$ cat src/hdl/acmac_pkg.sv
package acmac_pkg;

   typedef struct packed {
      logic [63:0] data_hi;
      logic [63:0] data_lo;
      logic [4:0]  byte_count;
      logic        last;
   } req_type;

   typedef struct packed {
      logic [63:0] tag_hi;
      logic [63:0] tag_lo;
      logic        error;
   } rsp_type;

   // Register indexes of the configuration port.
   localparam logic [2:0] CSR_KEY_SIZE   = 3'd0;
   localparam logic [2:0] CSR_KEY_WORD_0 = 3'd1;
   localparam logic [2:0] CSR_KEY_WORD_1 = 3'd2;
   localparam logic [2:0] CSR_KEY_WORD_2 = 3'd3;
   localparam logic [2:0] CSR_KEY_WORD_3 = 3'd4;

   localparam logic [1:0] KS_128 = 2'd0;
   localparam logic [1:0] KS_192 = 2'd1;
   localparam logic [1:0] KS_256 = 2'd2;

   localparam logic [7:0] CMAC_RB  = 8'h87;
   localparam logic [7:0] PAD_MARK = 8'h80;

   // Commands from the controller to the datapath.
   typedef struct packed {
      logic       capture;
      logic       exp_init;
      logic       exp_step;
      logic [5:0] word;
      logic       aes_load;
      logic       zero_src;
      logic       aes_round;
      logic [3:0] round;
      logic       final_round;
      logic       set_sub;
      logic       set_chain;
      logic       out_tag;
      logic       out_err;
   } cmd_type;

   // Status from the datapath to the controller.
   typedef struct packed {
      logic [1:0] key_size;
      logic       blk_err;
      logic       blk_last;
   } sts_type;

   localparam logic [7:0] SBOX [256] = '{
      8'h63,8'h7c,8'h77,8'h7b,8'hf2,8'h6b,8'h6f,8'hc5,8'h30,8'h01,8'h67,8'h2b,8'hfe,8'hd7,8'hab,8'h76,
      8'hca,8'h82,8'hc9,8'h7d,8'hfa,8'h59,8'h47,8'hf0,8'had,8'hd4,8'ha2,8'haf,8'h9c,8'ha4,8'h72,8'hc0,
      8'hb7,8'hfd,8'h93,8'h26,8'h36,8'h3f,8'hf7,8'hcc,8'h34,8'ha5,8'he5,8'hf1,8'h71,8'hd8,8'h31,8'h15,
      8'h04,8'hc7,8'h23,8'hc3,8'h18,8'h96,8'h05,8'h9a,8'h07,8'h12,8'h80,8'he2,8'heb,8'h27,8'hb2,8'h75,
      8'h09,8'h83,8'h2c,8'h1a,8'h1b,8'h6e,8'h5a,8'ha0,8'h52,8'h3b,8'hd6,8'hb3,8'h29,8'he3,8'h2f,8'h84,
      8'h53,8'hd1,8'h00,8'hed,8'h20,8'hfc,8'hb1,8'h5b,8'h6a,8'hcb,8'hbe,8'h39,8'h4a,8'h4c,8'h58,8'hcf,
      8'hd0,8'hef,8'haa,8'hfb,8'h43,8'h4d,8'h33,8'h85,8'h45,8'hf9,8'h02,8'h7f,8'h50,8'h3c,8'h9f,8'ha8,
      8'h51,8'ha3,8'h40,8'h8f,8'h92,8'h9d,8'h38,8'hf5,8'hbc,8'hb6,8'hda,8'h21,8'h10,8'hff,8'hf3,8'hd2,
      8'hcd,8'h0c,8'h13,8'hec,8'h5f,8'h97,8'h44,8'h17,8'hc4,8'ha7,8'h7e,8'h3d,8'h64,8'h5d,8'h19,8'h73,
      8'h60,8'h81,8'h4f,8'hdc,8'h22,8'h2a,8'h90,8'h88,8'h46,8'hee,8'hb8,8'h14,8'hde,8'h5e,8'h0b,8'hdb,
      8'he0,8'h32,8'h3a,8'h0a,8'h49,8'h06,8'h24,8'h5c,8'hc2,8'hd3,8'hac,8'h62,8'h91,8'h95,8'he4,8'h79,
      8'he7,8'hc8,8'h37,8'h6d,8'h8d,8'hd5,8'h4e,8'ha9,8'h6c,8'h56,8'hf4,8'hea,8'h65,8'h7a,8'hae,8'h08,
      8'hba,8'h78,8'h25,8'h2e,8'h1c,8'ha6,8'hb4,8'hc6,8'he8,8'hdd,8'h74,8'h1f,8'h4b,8'hbd,8'h8b,8'h8a,
      8'h70,8'h3e,8'hb5,8'h66,8'h48,8'h03,8'hf6,8'h0e,8'h61,8'h35,8'h57,8'hb9,8'h86,8'hc1,8'h1d,8'h9e,
      8'he1,8'hf8,8'h98,8'h11,8'h69,8'hd9,8'h8e,8'h94,8'h9b,8'h1e,8'h87,8'he9,8'hce,8'h55,8'h28,8'hdf,
      8'h8c,8'ha1,8'h89,8'h0d,8'hbf,8'he6,8'h42,8'h68,8'h41,8'h99,8'h2d,8'h0f,8'hb0,8'h54,8'hbb,8'h16
   };

   function automatic logic [7:0] xtime(input logic [7:0] b);
      xtime = {b[6:0], 1'b0} ^ (b[7] ? 8'h1b : 8'h00);
   endfunction

   function automatic logic [127:0] gf_double(input logic [127:0] v);
      gf_double = {v[126:0], 1'b0} ^ {120'd0, (v[127] ? CMAC_RB : 8'h00)};
   endfunction

   function automatic logic [3:0] rounds_of(input logic [1:0] ks);
      case (ks)
         KS_128:  rounds_of = 4'd10;
         KS_192:  rounds_of = 4'd12;
         default: rounds_of = 4'd14;
      endcase
   endfunction

   function automatic logic [3:0] nk_of(input logic [1:0] ks);
      case (ks)
         KS_128:  nk_of = 4'd4;
         KS_192:  nk_of = 4'd6;
         default: nk_of = 4'd8;
      endcase
   endfunction

   // Index of the last expanded key word: 4 * (rounds + 1) - 1.
   function automatic logic [5:0] last_word_of(input logic [1:0] ks);
      case (ks)
         KS_128:  last_word_of = 6'd43;
         KS_192:  last_word_of = 6'd51;
         default: last_word_of = 6'd59;
      endcase
   endfunction

endpackage

$ cat src/hdl/acmac_ctrl.sv
module acmac_ctrl (
   input  logic              clock,
   input  logic              reset,
   input  logic              req_valid,
   output logic              req_stall,
   output logic              rsp_valid,
   input  logic              rsp_stall,
   input  logic              csr_valid,
   input  logic [2:0]        csr_index,
   input  acmac_pkg::sts_type sts,
   output acmac_pkg::cmd_type cmd
);
   import acmac_pkg::*;

   typedef enum logic [2:0] {
      ST_IDLE, ST_EXPAND, ST_LOAD, ST_ROUND, ST_FINISH
   } state_type;

   state_type  state_ff, state_in;
   logic [5:0] word_ff, word_in;
   logic [3:0] round_ff, round_in;
   logic       kgen_ff, kgen_in;
   logic       keys_ready_ff, keys_ready_in;
   logic       rsp_valid_ff, rsp_valid_in;
   logic       csr_hit;
   logic       out_free;

   assign req_stall = (state_ff != ST_IDLE);
   assign rsp_valid = rsp_valid_ff;
   assign csr_hit   = csr_valid && (csr_index <= CSR_KEY_WORD_3);
   assign out_free  = !rsp_valid_ff || !rsp_stall;

   always_comb begin
      state_in      = state_ff;
      word_in       = word_ff;
      round_in      = round_ff;
      kgen_in       = kgen_ff;
      keys_ready_in = keys_ready_ff;
      cmd           = '0;
      cmd.word      = word_ff;
      cmd.round     = round_ff;
      cmd.zero_src  = kgen_ff;
      case (state_ff)
         ST_IDLE: begin
            if (req_valid) begin
               cmd.capture  = 1'b1;
               cmd.exp_init = 1'b1;
               word_in      = '0;
               kgen_in      = !keys_ready_ff;
               state_in     = keys_ready_ff ? ST_LOAD : ST_EXPAND;
            end
         end
         ST_EXPAND: begin
            cmd.exp_step = 1'b1;
            word_in      = word_ff + 6'd1;
            if (word_ff == last_word_of(sts.key_size)) begin
               state_in = ST_LOAD;
            end
         end
         ST_LOAD: begin
            if (!kgen_ff && sts.blk_err) begin
               state_in = ST_FINISH;
            end else begin
               cmd.aes_load = 1'b1;
               round_in     = 4'd1;
               state_in     = ST_ROUND;
            end
         end
         ST_ROUND: begin
            cmd.aes_round   = 1'b1;
            cmd.final_round = (round_ff == rounds_of(sts.key_size));
            round_in        = round_ff + 4'd1;
            if (cmd.final_round) begin
               state_in = ST_FINISH;
            end
         end
         ST_FINISH: begin
            if (kgen_ff) begin
               cmd.set_sub   = 1'b1;
               keys_ready_in = 1'b1;
               kgen_in       = 1'b0;
               state_in      = ST_LOAD;
            end else if (out_free) begin
               if (sts.blk_err) begin
                  cmd.out_err = 1'b1;
               end else if (sts.blk_last) begin
                  cmd.out_tag = 1'b1;
               end else begin
                  cmd.set_chain = 1'b1;
               end
               state_in = ST_IDLE;
            end
         end
         default: begin
            state_in = ST_IDLE;
         end
      endcase
      if (csr_hit) begin
         keys_ready_in = 1'b0;
      end
      if (cmd.out_err || cmd.out_tag) begin
         rsp_valid_in = 1'b1;
      end else if (!rsp_stall) begin
         rsp_valid_in = 1'b0;
      end else begin
         rsp_valid_in = rsp_valid_ff;
      end
   end

   always_ff @(posedge clock) begin
      if (reset) begin
         state_ff      <= ST_IDLE;
         word_ff       <= '0;
         round_ff      <= '0;
         kgen_ff       <= 1'b0;
         keys_ready_ff <= 1'b0;
         rsp_valid_ff  <= 1'b0;
      end else begin
         state_ff      <= state_in;
         word_ff       <= word_in;
         round_ff      <= round_in;
         kgen_ff       <= kgen_in;
         keys_ready_ff <= keys_ready_in;
         rsp_valid_ff  <= rsp_valid_in;
      end
   end

endmodule

$ cat config.mk
export PLATFORM = sky130hd
export DESIGN_NAME = acmac_ctrl
export DESIGN_NICKNAME = d
export VERILOG_FILES = /design/src/hdl/acmac_pkg.sv /design/src/hdl/acmac_ctrl.sv
export SDC_FILE = /design/constraint.sdc
export NUM_CORES = 1
export LEC_CHECK = 0
export BUFFER_PORTS_ARGS = -buffer_cell sky130_fd_sc_hd__buf_2
export CAP_MARGIN = 5
export CELL_PAD_IN_SITES_DETAIL_PLACEMENT = 1
export CELL_PAD_IN_SITES_GLOBAL_PLACEMENT = 1
export CORE_ASPECT_RATIO = 1.4
export CORE_MARGIN = 2
export CORE_UTILIZATION = 34
export CTS_CLUSTER_DIAMETER = 40
export DETAILED_ROUTE_END_ITERATION = 8
export PLACE_DENSITY_LB_ADDON = 0.3
export SLEW_MARGIN = 20
export SYNTH_ARGS = -nofsm -noshare
export SYNTH_HDL_FRONTEND = slang
export SYNTH_SLANG_ARGS = --single-unit
$ cat constraint.sdc
create_clock -name clock -period 1.85 [get_ports clock]
set_input_delay 0.0925 -clock clock [delete_from_list [all_inputs] [get_ports clock]]
set_output_delay 0.0925 -clock clock [all_outputs]
set_load 0.1 [all_outputs]
==> summary by stage, run 1 <==
Synthesis
The most instantiated flip-flop cell in the synthesis netlist is sky130_fd_sc_hd__dfxtp_1. The most repeated cell in the gate-level netlist after synthesis is sky130_fd_sc_hd__dfxtp_1. The synthesized design contains 0 enable-type register cells. The commonest cells after synthesis are sky130_fd_sc_hd__dfxtp_1 (16), sky130_fd_sc_hd__nor2_1 (13), sky130_fd_sc_hd__nand2_1 (10). Ranked by total cell area, the synthesized netlist is headed by sky130_fd_sc_hd__dfxtp_1 (34%), sky130_fd_sc_hd__nor2_1 (5.1%), sky130_fd_sc_hd__a21oi_1 (4.7%). The number of unique standard cell types used by synthesis is 44. Of all flip-flops after synthesis, the portion carrying an async set or reset was 0%. The largest total area in the synthesized netlist belongs to sky130_fd_sc_hd__dfxtp_1. The number of storage elements in the synthesis netlist is 16. In the synthesized netlist, the number of instances is about 120.

Synthesis produced a netlist with a net count of approximately 130. After synthesis, the largest area contributor takes up approximately 34% of total cell area. Averaged over all synthesized cells, the footprint is approximately 8 sq um.

The total number of yosys warnings is 0. The part of the Yosys area used for sequential elements is approximately a third. The total standard cell area after synthesis is approximately 950 sq um.

STA
The final setup violation count is 1. Setup repair after global routing could not meet its margin everywhere. Measured against its own limit, the worst slew margin works out to between 60% and 70%. The max-slew violation count is 0. The number of failing hold endpoints at the final stage is 0. Derived from the worst setup path, the maximum achievable clock frequency is 518.0 MHz. The setup clock skew after layout is 0.006707 ns. The transition time of the tightest slew-check pin is between 0.4 and 0.5 ns. The final worst-path cycle share is 104.4%.

The setup slack of the critical path after layout is -0.08059 ns. The smallest clock period supported by the final layout is computed as roughly 1.9 ns.

GRT
The number of global-route vias before repair is ~1.0k. The global-route congestion overflow total is 0. The global-route usage over all layers is 17.95%. The first global-routing pass estimated between 4000 and 5000 um of wire. The number of antenna violations at the first check in global routing is 0. The largest net degree at the start of global routing is 16.

Die
The starting density of the core is a little over a third. The floorplan has 22 rows. The I/O pin total is 35. From left edge to right edge, the die measures 48.70 um. The die covers 3242 sq um. The core area is around 2600 sq um. In this run the vertical extent of the chip is roughly 67 um.

Place
The port buffer count is 34. OpenSTA, run right after detailed placement, puts the worst setup slack at between 0.05 and 0.06 ns. After legalization and detailed placement, the total HPWL measured 2120 um. The global placer's final weighted congestion is between 0.8 and 0.9.

Run status
The final reports fail on setup timing. The run finished, with violations left.

Critical path
The critical path data required time is between 1.5 and 2 ns. Data arrives at the worst endpoint at roughly 1.8 ns. The worst setup path is captured at a primary output. The class of the most critical setup path is register to primary output. The worst setup path is launched from a register. Along the worst path, the maximum fanout reaches 4.

Layout
The area growth from synthesis to layout is 48.03%. The post-layout utilization of the core is a little over half. The antenna diode count is 0. The share of cells above drive strength 1 is ~46%.

The post-layout net count is about 170. The fill cell instance count of the final layout is about 330.

CTS
In this run the number of H-tree levels came out at 1. The largest buffer count on any clock path is 2. In this run, CTS created clock tree buffers numbering 3. The clock sink count is 16. TritonCTS built the clock tree. CTS placed an instance of sky130_fd_sc_hd__clkbuf_4 at the clock tree root. For the worst-skew pair, the clock arrives at the later sink with an insertion delay of 0.28 ns.

Clock-pin slew was measured on the worst setup and hold paths at ~0.10 ns.

Power
Summed over all cells, the static leakage comes to ~0.59 nW. IR analysis of the VDD net gives a maximum drop of 0.0005462 V. The power density normalized to cell area is 780.7 nW/um^2.

Drt
The routed wire length is between 2000 and 3000 um. The average wire per standard cell is roughly 15 um. In the routed design, unresolved DRC markers number 0. The routed layout has 1056 vias.

The via density per instance is around 5.4. After the first detailed-routing iteration, the DRC count stood at 9. The number of detailed-route iterations in the first pass is 4. The number of antenna-violating nets in the routed design is 0.

Flow run
Across the run, the number of max-cap violations was 0.

Hold path
The class of the tightest hold or removal check is primary input to register.
-- sequential cells by signal (all words and copies together) (netlist names) --
register       flops
rsp_valid          1
state_ff           3
round_ff           4
keys_ready_ff      1
word_ff            6
kgen_ff            1
-- worst max-delay path, cell delays in order, from the launching register on --
cell                       delay [ns]
sky130_fd_sc_hd__dfxtp_4         0.36
sky130_fd_sc_hd__or4b_4          0.52
sky130_fd_sc_hd__a311oi_4        0.30
sky130_fd_sc_hd__and2_4          0.20
sky130_fd_sc_hd__buf_12          0.16
-- layer usage --
metal	vias to the layer above	part of all wire, %	routed length (um)	GRT usage (%)
li1	514	-	-	-
met1	508	39	1119	19.59
met2	30	54	1554	33.73
met3	4	5.3	153	2.691
met4	0	1.5	44	8.571
met5	-	0	0	0
-- worst paths after layout --
kind                      from             to  slack [ns]  cells after the start
setup / recovery   round_ff[2]         cmd[4]       -0.08                      4
hold / removal    csr_index[2]  keys_ready_ff        0.07                      3
setup reg to reg   round_ff[2]    state_ff[1]        0.04                      5
hold reg to reg     word_ff[1]     word_ff[1]        0.50                      2
-- layout make-up --
class | instances | area (sq um) | area share [%]
timing repair buffer | 44 | 345.3 | 24.53
sequential | 16 | 336.6 | 23.91
multi-input combinational | 89 | 618.1 | 43.91
tap | 36 | 45.04 | 3.200
inverter | 5 | 26.28 | 1.867
clock buffer | 4 | 36.28 | 2.578
-- through the flow --
stage / std cells / hold WS [ns] / instance area [sq um] / total power, W / setup TNS (ns)
global route: 194 / 0.1109 / 1408 / 0.001150 / -0.1271
finish: 194 / 0.06913 / 1408 / 0.001099 / -0.08059
global placement: 185 / 0.2740 / 1295 / 0.0008524 / 0
detailed placement: 185 / 0.2926 / 1295 / 0.0008632 / 0
CTS: 192 / 0.06496 / 1363 / 0.001106 / -0.09267
floorplan: 118 / 0.1572 / 1030 / 0.0007693 / -0.2997
-- power by group --
group          switching (W)  internal (W)  total, W
registers          0.0000218      0.000359  0.000381
clock network       0.000114      0.000120  0.000233
logic               0.000347      0.000138  0.000485
-- cell usage in the layout (no fill, tap or decap), types with 2 or more instances in the layout --
master / instances
sky130_fd_sc_hd__a211oi_1: 2
sky130_fd_sc_hd__a21oi_1: 9
sky130_fd_sc_hd__a22oi_1: 2
sky130_fd_sc_hd__a311oi_1: 2
sky130_fd_sc_hd__buf_12: 6
sky130_fd_sc_hd__buf_2: 25
sky130_fd_sc_hd__buf_4: 10
sky130_fd_sc_hd__clkbuf_4: 5
sky130_fd_sc_hd__dfxtp_1: 7
sky130_fd_sc_hd__dfxtp_2: 7
sky130_fd_sc_hd__dfxtp_4: 2
sky130_fd_sc_hd__ha_1: 2
sky130_fd_sc_hd__inv_1: 2
sky130_fd_sc_hd__nand2_1: 10
sky130_fd_sc_hd__nand2b_1: 2
sky130_fd_sc_hd__nand3_1: 6
sky130_fd_sc_hd__nor2_1: 12
sky130_fd_sc_hd__nor3_1: 4
sky130_fd_sc_hd__nor3_4: 3
sky130_fd_sc_hd__o21ai_0: 5
sky130_fd_sc_hd__o22ai_1: 2
sky130_fd_sc_hd__o31a_1: 2
sky130_fd_sc_hd__or4b_4: 2
-- timing repair --
action,CTS,global route
endpoints found under the setup margin,4,5
pin swaps,3,3
setup buffers,2,2
hold endpoints to repair,1,0
gates resized for setup,2,6
hold buffers,1,0
-- logic make-up (layout without fill, tap and decap cells) --
| group | after synthesis | count (layout) | synth area share [%] |
|---|---|---|---|
| AO/OA/AOI/OAI | 31 | 31 | 22.37 |
| XOR/XNOR | 1 | 1 | 0.9212 |
| adder cells (fa/ha/maj) | 2 | 2 | 2.631 |
| buffers and inverters | 13 | 53 | 8.419 |
| flip-flops | 16 | 16 | 33.68 |
| multiplexers | 1 | 1 | 1.184 |
| AND/OR/NAND/NOR | 54 | 54 | 30.79 |
Note: power is estimated with default switching activity, not from simulation.
==> run 2: changes to the inputs <==
CORE_ASPECT_RATIO = unset   (was 1.4)
clock period = 2 ns   (was 1.85 ns; I/O delays follow)
==> run 2 against run 1 <==
Effect of this change: the flow now finishes without violations; critical path depth stayed put; first-iteration DRC count grew to 3.1 times the previous value; register-to-register slack better by 0.15 ns; clock power is 24% lower; hold slack better by 0.0032 ns; core utilization is 5.4 points lower; die area is 0.18% lower; non-clock buffer count is 5 lower; setup slack better by 0.15 ns; final cell count is 5.7% lower; clock skew is 0.0059 ns lower; design area is 7.9% lower; largest cell class unchanged.
==> summary by stage, run 2 (synthesis gave the netlist of run 1 again) <==
Run status
Status: completed (was complete, but fails checks).

CTS
The clock transition at the registers of the reported paths is 0.09 ns (was 0.10 ns). The largest buffer count on any clock path is 2 (unchanged). The clock latency on the worst-skew pair is 0.29 ns (was 0.28 ns). The clock sink count is 16 (unchanged). The H-tree depth was 1 (unchanged). The number of CTS-inserted buffers came to 3 (unchanged). The root cell of the clock tree is sky130_fd_sc_hd__clkbuf_4 (unchanged). The clock tree from TritonCTS is built (unchanged).

Power
The total power is 0.0009550 W (was 0.001099 W). The power density normalized to cell area is 736.7 nW/um^2 (was 780.7 nW/um^2). The standby leakage power is 0.5426 nW (was 0.5881 nW).

The worst vdd rail ir drop is 0.0005909 V (was 0.0005462 V).

STA
Based on the critical path, the design can be clocked at up to slightly above 500 MHz. The final setup violation count came to 0 (was 1). The max-slew violation count is 0 (unchanged). The worst max-slew margin expressed relative to the limit is 67.29% (was 67.78%). The final worst-path cycle share is a little over nine tenths. The transition time of the tightest slew-check pin was 0.4940 ns (was 0.4866 ns). The number of failing hold endpoints at the final stage is 0 (unchanged). The worst path in the final design needs a cycle of just under 2 ns, including I/O delays and setup.

The worst hold slack is 0.07238 ns (was 0.06913 ns). Unrepaired setup endpoints after global routing: no (was yes). The total negative slack was 0 ns (was -0.08059 ns). The setup clock skew after layout is 0.0007933 ns (was 0.006707 ns).

Critical path
The class of the most critical setup path was register to primary output (unchanged). The category of the worst setup path launch point is a register (unchanged). The element type at the critical path end is a primary output (unchanged). The peak fanout along the critical path is 4 (unchanged). The startpoint of the most critical register-to-register path was round_ff[2] (unchanged).

The critical path arrival is 1.83 ns (was 1.84 ns). The critical path data required time came to 1.90 ns (was 1.76 ns). The start point of the critical path is round_ff[2] (unchanged).

GRT
The global-route usage over all layers is 17.50% (was 17.95%). The number of global-route vias before repair is 1028 (was 1047). The global-route congestion overflow total is 0 (unchanged).

The first-pass GRT wire length is 4422 um (was 4540 um). The largest net degree at the start of global routing came to 16 (unchanged). The number of antenna violations at the first check in global routing was 0 (unchanged).

Die
The horizontal extent of the die is 56.89 um (was 48.70 um). The I/O pin total is 35 (unchanged). The starting density of the core is 35.09% (was 35.98%). The number of placement rows is 19 (was 22).

The core area was 2710 sq um (was 2643 sq um). The area of the die is 3236 sq um (was 3242 sq um). The die extent in y is 56.89 um (was 66.58 um).

Drt
The via count of the routed design is 1020 (was 1056). The routed wire length is 2667 um (was 2871 um). The number of antenna-violating nets in the routed design is 0 (unchanged). The via density per instance is 5.574 (was 5.443). The count of routing violations after the opening detailed-route iteration is 28 (was 9). The average wire per standard cell was 14.57 um (was 14.80 um). The detailed-route DRC error count is 0 (unchanged). The number of detailed-route iterations in the first pass is 4 (unchanged).

Layout
The fill cell instance count of the final layout is 347 (was 332). Biggest regs: word_ff: 6 flops, round_ff: 4 flops, state_ff: 3 flops (unchanged). The share of cells above drive strength 1 came to 41.45% (was 45.57%). The post-layout net count is 168 (was 173). The flip-flop count of the largest register after layout came to 6 (unchanged). Most frequent cells in the layout: sky130_fd_sc_hd__buf_2 (28), sky130_fd_sc_hd__nor2_1 (12), sky130_fd_sc_hd__nand2_1 (10), sky130_fd_sc_hd__dfxtp_1 (10), sky130_fd_sc_hd__a21oi_1 (9) (was sky130_fd_sc_hd__buf_2 (25), sky130_fd_sc_hd__nor2_1 (12), sky130_fd_sc_hd__nand2_1 (10), sky130_fd_sc_hd__buf_4 (10), sky130_fd_sc_hd__a21oi_1 (9)).

The most flop-heavy register is word_ff (unchanged). The count of non-filler cells in the finished layout came to 183 (was 194). The area growth from synthesis to layout is 36.32% (was 48.03%). The most frequent standard cell in the layout excluding fill and tap cells is sky130_fd_sc_hd__buf_2 (unchanged). The antenna diode count is 0 (unchanged).

Hold path
The class of the tightest hold or removal check was primary input to register (unchanged). The startpoint of the most critical hold path is csr_index[2] (unchanged).

Place
The total placed cells including tap cells is 177 (was 185). The global placer's final weighted congestion is 0.7855 (was 0.8669). The port buffer count is 34 (unchanged). The half-perimeter wire length after detailed placement was 2058 um (was 2120 um).

Flow run
The max capacitance violation total came to 0 (unchanged).
run 2: cell count changes in the layout (fill, tap and decap cells not counted), moves of 2 or more:
cell / before / now
sky130_fd_sc_hd__buf_12: 6 / 4
sky130_fd_sc_hd__buf_4: 10 / 5
sky130_fd_sc_hd__dfxtp_2: 7 / 4
sky130_fd_sc_hd__buf_2: 25 / 28
sky130_fd_sc_hd__dfxtp_1: 7 / 10
run 2: final cells by class:
cell class	instances	area, sq um	area share [%]
repair buffers	39	275.3	21.24
multi-input cells	89	603.1	46.53
clock buffers	3	22.52	1.737
flip-flops and latches	16	332.8	25.68
inverters	5	23.77	1.834
well taps	31	38.79	2.992
run 2: path summary, 6_finish.rpt:
kind	to	slack (ns)	cells past startpoint
worst max-delay path	cmd[4]	0.07	4
worst min-delay path	keys_ready_ff	0.07	3
worst max register to register	state_ff[1]	0.19	5
worst min register to register	keys_ready_ff	0.52	2
run 2: stage by stage:
stage | util, % | instance area, sq um | setup slack [ns]
6_report | 47.83 | 1296 | 0.06669
5_1_grt | 47.83 | 1296 | 0.001273
4_1_cts | 46.54 | 1261 | 0.03616
3_5_place_dp | 44.97 | 1219 | 0.2100
3_3_place_gp | 44.97 | 1219 | 0.2638
2_1_floorplan | - | 999.7 | -0.1064
run 2: per-layer routing:
| metal | vias to the layer above | global-route usage (%) | share of wire, % |
|---|---|---|---|
| li1 | 503 | - | - |
| met1 | 492 | 20.48 | 42 |
| met2 | 21 | 31.03 | 53 |
| met3 | 4 | 4.839 | 4.0 |
| met4 | 0 | 4.651 | 0.94 |
| met5 | - | 0 | 0 |
run 2: critical path, cell delays in order (launching register included):
cell                       delay (ns)
sky130_fd_sc_hd__dfxtp_4         0.36
sky130_fd_sc_hd__or4b_4          0.53
sky130_fd_sc_hd__a311oi_4        0.28
sky130_fd_sc_hd__and2_4          0.20
sky130_fd_sc_hd__buf_12          0.16
run 2: timing repair:
action	4_1_cts	5_1_grt
hold buffers	1	0
pin swaps	1	3
resized for setup	1	7
buffers inserted	1	1
hold endpoints to repair	1	0
setup endpoints to repair	2	4
run 2: power by group:
group	switching [W]	internal (W)	total [W]
combinational	0.000308	0.000115	0.000422
clock	0.000106	0.0000702	0.000176
sequential	0.0000242	0.000332	0.000357
total	0.000438	0.000517	0.000955
